==> config.mk <==
export PLATFORM = sky130hd
export DESIGN_NAME = nss_controller
export DESIGN_NICKNAME = d
export VERILOG_FILES = /design/src/hw/rtl/nss_pkg.sv /design/src/hw/rtl/nss_controller.sv
export SDC_FILE = /design/constraint.sdc
export NUM_CORES = 1
export LEC_CHECK = 0
export BUFFER_PORTS_ARGS = -buffer_cell sky130_fd_sc_hd__buf_4
export CORE_MARGIN = 2
export CORE_UTILIZATION = 40
export CTS_CLUSTER_DIAMETER = 200
export DETAILED_ROUTE_END_ITERATION = 7
export PLACE_DENSITY_LB_ADDON = 0.05
export SLEW_MARGIN = 20
export SYNTH_ARGS = -nofsm -noshare
export SYNTH_HDL_FRONTEND = slang
export SYNTH_SLANG_ARGS = --single-unit
==> constraint.sdc <==
create_clock -name clk_i -period 1.3 [get_ports clk_i]
set_input_delay 0.195 -clock clk_i [delete_from_list [all_inputs] [get_ports clk_i]]
set_output_delay 0.195 -clock clk_i [all_outputs]
set_load 0.01 [all_outputs]
==> src/hw/rtl/nss_pkg.sv <==
`timescale 1ns / 1ps
package nss_pkg;

  // automaton size
  localparam int NUM_STATES = 32;
  localparam int NUM_LABELS = 16;
  localparam int STATE_W    = 5;
  localparam int LABEL_W    = 4;

  // labeled transition memory: one row per (label, source state)
  localparam int MEM_AW    = LABEL_W + STATE_W;
  localparam int MEM_DEPTH = NUM_LABELS * NUM_STATES;

  // configuration port
  localparam int CFG_IDX_W  = 3;
  localparam int CFG_DATA_W = 32;
  localparam int COUNT_W    = 6;
  localparam int ALPHA_W    = 5;

  localparam logic [CFG_IDX_W-1:0] CFG_STATE_COUNT    = 3'd0;
  localparam logic [CFG_IDX_W-1:0] CFG_ALPHABET_SIZE  = 3'd1;
  localparam logic [CFG_IDX_W-1:0] CFG_EPSILON_ENABLE = 3'd2;
  localparam logic [CFG_IDX_W-1:0] CFG_INITIAL_MASK   = 3'd3;
  localparam logic [CFG_IDX_W-1:0] CFG_FINAL_MASK     = 3'd4;

  // edge label code for an epsilon transition
  localparam logic signed [4:0] LABEL_EPSILON = -5'sd1;

  typedef enum logic [1:0] {
    OP_WRITE   = 2'd0,
    OP_RESTART = 2'd1,
    OP_SYMBOL  = 2'd2,
    OP_NONE    = 2'd3
  } nss_op_e;

  typedef enum logic [1:0] {
    LAB_ROW,
    LAB_EPS,
    LAB_NONE
  } nss_lab_e;

  typedef enum logic [3:0] {
    ST_CLEAR,
    ST_IDLE,
    ST_DISPATCH,
    ST_RMW_RD,
    ST_RMW_WR,
    ST_CLOSE_PRE,
    ST_GATHER,
    ST_DRAIN,
    ST_CLOSE_POST,
    ST_FINISH
  } nss_state_e;

  typedef struct packed {
    logic item_load;
    logic clr_step;
    logic eps_write;
    logic rmw_write;
    logic s_load_init;
    logic s_load_active;
    logic close_step;
    logic gather_start;
    logic gather_issue;
    logic gather_drain;
    logic commit_active;
    logic result_load;
  } nss_cmd_t;

  typedef struct packed {
    nss_op_e  op;
    nss_lab_e lab_kind;
    logic     bad;
    logic     clos_done;
    logic     gather_last;
    logic     clr_last;
    logic     out_free;
  } nss_status_t;

endpackage

==> src/hw/rtl/nss_controller.sv <==
`timescale 1ns / 1ps
module nss_controller import nss_pkg::*; (
  input  logic        clk_i,
  input  logic        rst_ni,
  input  logic        item_valid_i,
  output logic        item_ready_o,
  input  nss_status_t status_i,
  output nss_cmd_t    cmd_o
);

  nss_state_e state_q, state_d;

  // state register
  always_ff @(posedge clk_i or negedge rst_ni) begin
    if (!rst_ni) begin
      state_q <= ST_CLEAR;
    end else begin
      state_q <= state_d;
    end
  end

  // next state
  always_comb begin
    state_d = state_q;
    case (state_q)
      ST_CLEAR: begin
        if (status_i.clr_last) state_d = ST_IDLE;
      end
      ST_IDLE: begin
        if (item_valid_i) state_d = ST_DISPATCH;
      end
      ST_DISPATCH: begin
        case (status_i.op)
          OP_WRITE: begin
            state_d = (status_i.lab_kind == LAB_ROW) ? ST_RMW_RD : ST_FINISH;
          end
          OP_RESTART: state_d = ST_CLOSE_POST;
          OP_SYMBOL: begin
            state_d = status_i.bad ? ST_FINISH : ST_CLOSE_PRE;
          end
          default: state_d = ST_FINISH;
        endcase
      end
      ST_RMW_RD: state_d = ST_RMW_WR;
      ST_RMW_WR: state_d = ST_FINISH;
      ST_CLOSE_PRE: begin
        if (status_i.clos_done) state_d = ST_GATHER;
      end
      ST_GATHER: begin
        if (status_i.gather_last) state_d = ST_DRAIN;
      end
      ST_DRAIN: state_d = ST_CLOSE_POST;
      ST_CLOSE_POST: begin
        if (status_i.clos_done) state_d = ST_FINISH;
      end
      ST_FINISH: begin
        if (status_i.out_free) state_d = ST_IDLE;
      end
      default: state_d = ST_CLEAR;
    endcase
  end

  // datapath commands
  always_comb begin
    cmd_o        = '0;
    item_ready_o = 1'b0;
    case (state_q)
      ST_CLEAR: cmd_o.clr_step = 1'b1;
      ST_IDLE: begin
        item_ready_o    = 1'b1;
        cmd_o.item_load = item_valid_i;
      end
      ST_DISPATCH: begin
        cmd_o.eps_write     = (status_i.op == OP_WRITE) && (status_i.lab_kind == LAB_EPS);
        cmd_o.s_load_init   = (status_i.op == OP_RESTART);
        cmd_o.s_load_active = (status_i.op == OP_SYMBOL) && !status_i.bad;
      end
      ST_RMW_RD: ;
      ST_RMW_WR: cmd_o.rmw_write = 1'b1;
      ST_CLOSE_PRE: begin
        cmd_o.close_step   = 1'b1;
        cmd_o.gather_start = status_i.clos_done;
      end
      ST_GATHER: cmd_o.gather_issue = 1'b1;
      ST_DRAIN:  cmd_o.gather_drain = 1'b1;
      ST_CLOSE_POST: begin
        cmd_o.close_step    = 1'b1;
        cmd_o.commit_active = status_i.clos_done;
      end
      ST_FINISH: cmd_o.result_load = status_i.out_free;
      default: ;
    endcase
  end

endmodule

==> qor.yml <==
routabilityCongestion: 0.925
die_h_microns: 40.4
core-area_sq_um: 1270
io_pins: 25
largestRegisters: "state_q x4"
finalSetupViolCount: 16
tns_ns: -4.99
fin_worst_skew_ns: 0.0132
fp.dieArea_sq_um: 1630
holdWs_ns: 0.290
largest_register_ff_count: 4
cts-root-buf: "clkbuf_4"
wl_microns: 2430
diodes: 0
dpl_cell_area_sq_um: 893
critPathSlowestCell: "or4b_4"
htreeDepth: 1
path_buf_inv: 1
yosys-top-cells-area: "dfrtp_1 (19%), nor2_1 (7.1%), nand2b_1 (4.7%)"
num_vias: 810
critPathKind: "reg2out"
yosysUniqueCellTypes: 31
p_per_area_nw_per_um2: 2200
slew_viol_final: 0
fin_area_sq_um: 1160
violations: "setup timing"
clkPwrFrac_pct: 6.3
hp-class: "in2async"
synth-seq-cells: 4
slew_headroom_pct: 73.4
maxCapViolCount: 0
avgSynthCellArea_sq_um: 7.25
start_util_pct: 41.7
portBuffers: 24
regMostFlops: "state_q"
drt_iter0_drc: 14
cts_tree: "done"
synthAdderAreaFrac_pct: 0
synth_area_leader_cell: "dfrtp_1"
clock_sinks: 4
cpPeakStageDelay_ns: 0.56
synth-compound-area-share_pct: 22.0
grt_use_total_pct: 27.0
stdcell_count: 138
synth_xor_area_share_pct: 0
seqPwrFrac_pct: 8.7
synth.top_cell.area_share_pct: 18.9
first_global_vias: 698
cp_cell_sequence: "or4b_4, nor4b_4, buf_4"
yosysMostFrequentCell: "nor2_1"
cp_max_fo: 3
hold_viol: 0
drtAntennaViolNets: 0
rsz0062_at_grt: "yes"
p_switching_w: 0.00114
dp_hpwl_microns: 1340
dp.cells: 129
drt-vias-per-instance: 5.87
period_needed_ns: 1.78
p_leak_nw: 0.534
clkTransAtPathRegs_ns: 0.05
crit_family: "simple AND/OR/NAND/NOR gates"
synth_top_family_by_area: "simple AND/OR/NAND/NOR gates"
drc_errors: 0
antenna_found_initial: 0
p_int_w: 0.00140
grt_pass1_wl_microns: 2930
vdd_drop_max_uv: 1660
syn_area_sq_um: 529
endpoint_kind: "primary output"
fin_ws_ns: -0.484
synth_edf_count: 0
worstMarginPinSlew_ns: 0.393
cts_buffer_depth: 2
status: "finished, violations left"
synth_ff_type: "dfrtp_1"
area_growth_pct: 118
post-route-period-util_pct: 137
die_x_microns: 40.4
arrival_ns: 1.59
yosys-mux-area-fraction_pct: 2.13
wl_per_cell_microns: 17.6
grt_max_degree: 14
final_layout_size_suffix_gt1_share_pct: 65.9
worstSetupStartpointType: "flop"
overflow: 0
yosysWarnings: 0
cts_buffers: 3
ys_seq_area_share_pct: 18.9
crit_required_ns: 1.11
fmax_mhz: 561
sw_frac_of_total_pct: 44.8
yosys.area_share.simple_pct: 49.6
fin_nets: 137
synth_cells: 73
syn-num-nets: 85
clk_latency_ns: 0.24
yosys-top-cells-count: "nor2_1 (10), nor3_1 (5), o21ai_0 (5)"
power_frac_comb_pct: 85.0
async_reset_ff_share_pct: 100
firstDrtPassIters: 4
rows: 13
final_util_pct: 91.1
==> final timing paths <==
check / depth (start not counted) / endpoint / from / slack, ns
min in group clk_i: 5 / state_q[3] / status_i[0] / 0.37
setup reg to reg: 6 / state_q[3] / state_q[3] / -0.33
hold / removal: 2 / state_q[2] / rst_ni / 0.29
hold reg to reg: 3 / state_q[2] / state_q[0] / 0.77
setup / recovery: 3 / cmd_o[6] / state_q[2] / -0.48
max in group asynchronous: 2 / state_q[0] / rst_ni / 0.89
==> layer usage <==
| metal | GRT usage, % | vias to the layer above | share of wire (%) |
|---|---|---|---|
| li1 | - | 373 | - |
| met1 | 29.9 | 381 | 38 |
| met2 | 51.6 | 43 | 53 |
| met3 | 6.11 | 13 | 5.1 |
| met4 | 5.00 | 0 | 4.2 |
| met5 | 0 | - | 0 |
==> cell families (layout without fill, tap and decap cells) <==
kind of cell / Yosys count / count (layout)
mux: 1 / 1
compound gates: 17 / 17
simple gates: 43 / 43
buf+inv: 8 / 58
flops: 4 / 4
==> area by class of cell <==
class,count,area (sq um)
timing repair buffer,52,457
sequential,4,100
inverter,3,11.3
tap,15,18.8
fill,60,113
multi-input combinational,61,547
clock buffer,3,22.5
==> power by group through the flow <==
stage / clock network [W] / logic [W] / registers [W]
after floorplan: 0 / 0.000768 / 0.000244
after global placement: 0 / 0.00138 / 0.000226
after detailed placement: 0 / 0.00140 / 0.000226
after CTS: 0.000158 / 0.00187 / 0.000219
after global routing: 0.000169 / 0.00227 / 0.000225
final: 0.000161 / 0.00216 / 0.000221
==> cells in the final DEF, fill, tap and decap left out, drive strengths merged <==
master       synthesis  layout
a2111oi              1       1
or3                  1       1
o22ai                1       1
a31oi                1       1
nor4b                3       3
nand3                3       3
buf                  5      51
nand2                2       2
nor4                 2       2
or4                  1       1
o21ai                7       7
nand2b               4       4
a21oi                3       3
and2                 2       2
dlygate4sd3          0       1
dfrtp                4       4
a222oi               1       1
o32ai                1       1
a211o                1       1
or4b                 1       1
nor2b                3       3
and3                 2       2
mux2                 1       1
inv                  3       3
nor2                10      10
nor3                 5       5
and3b                1       1
nor3b                3       3
clkbuf               0       3
a41oi                1       1
==> timing repair <==
action                                  CTS  global route
gates resized for setup                  30            11
endpoints found under the setup margin   17            17
setup buffers                             3             2
hold buffers                              1             0
hold endpoints to repair                  4             0
pin swaps                                 6             8
==> through the flow <==
| step | power (W) | worst slack, ns |
|---|---|---|
| after floorplan | 0.00101 | -0.149 |
| after global placement | 0.00161 | -0.268 |
| after detailed placement | 0.00162 | -0.234 |
| after CTS | 0.00225 | -0.459 |
| after global routing | 0.00266 | -0.510 |
| final | 0.00254 | -0.484 |
(Power assumes the default switching activity.)
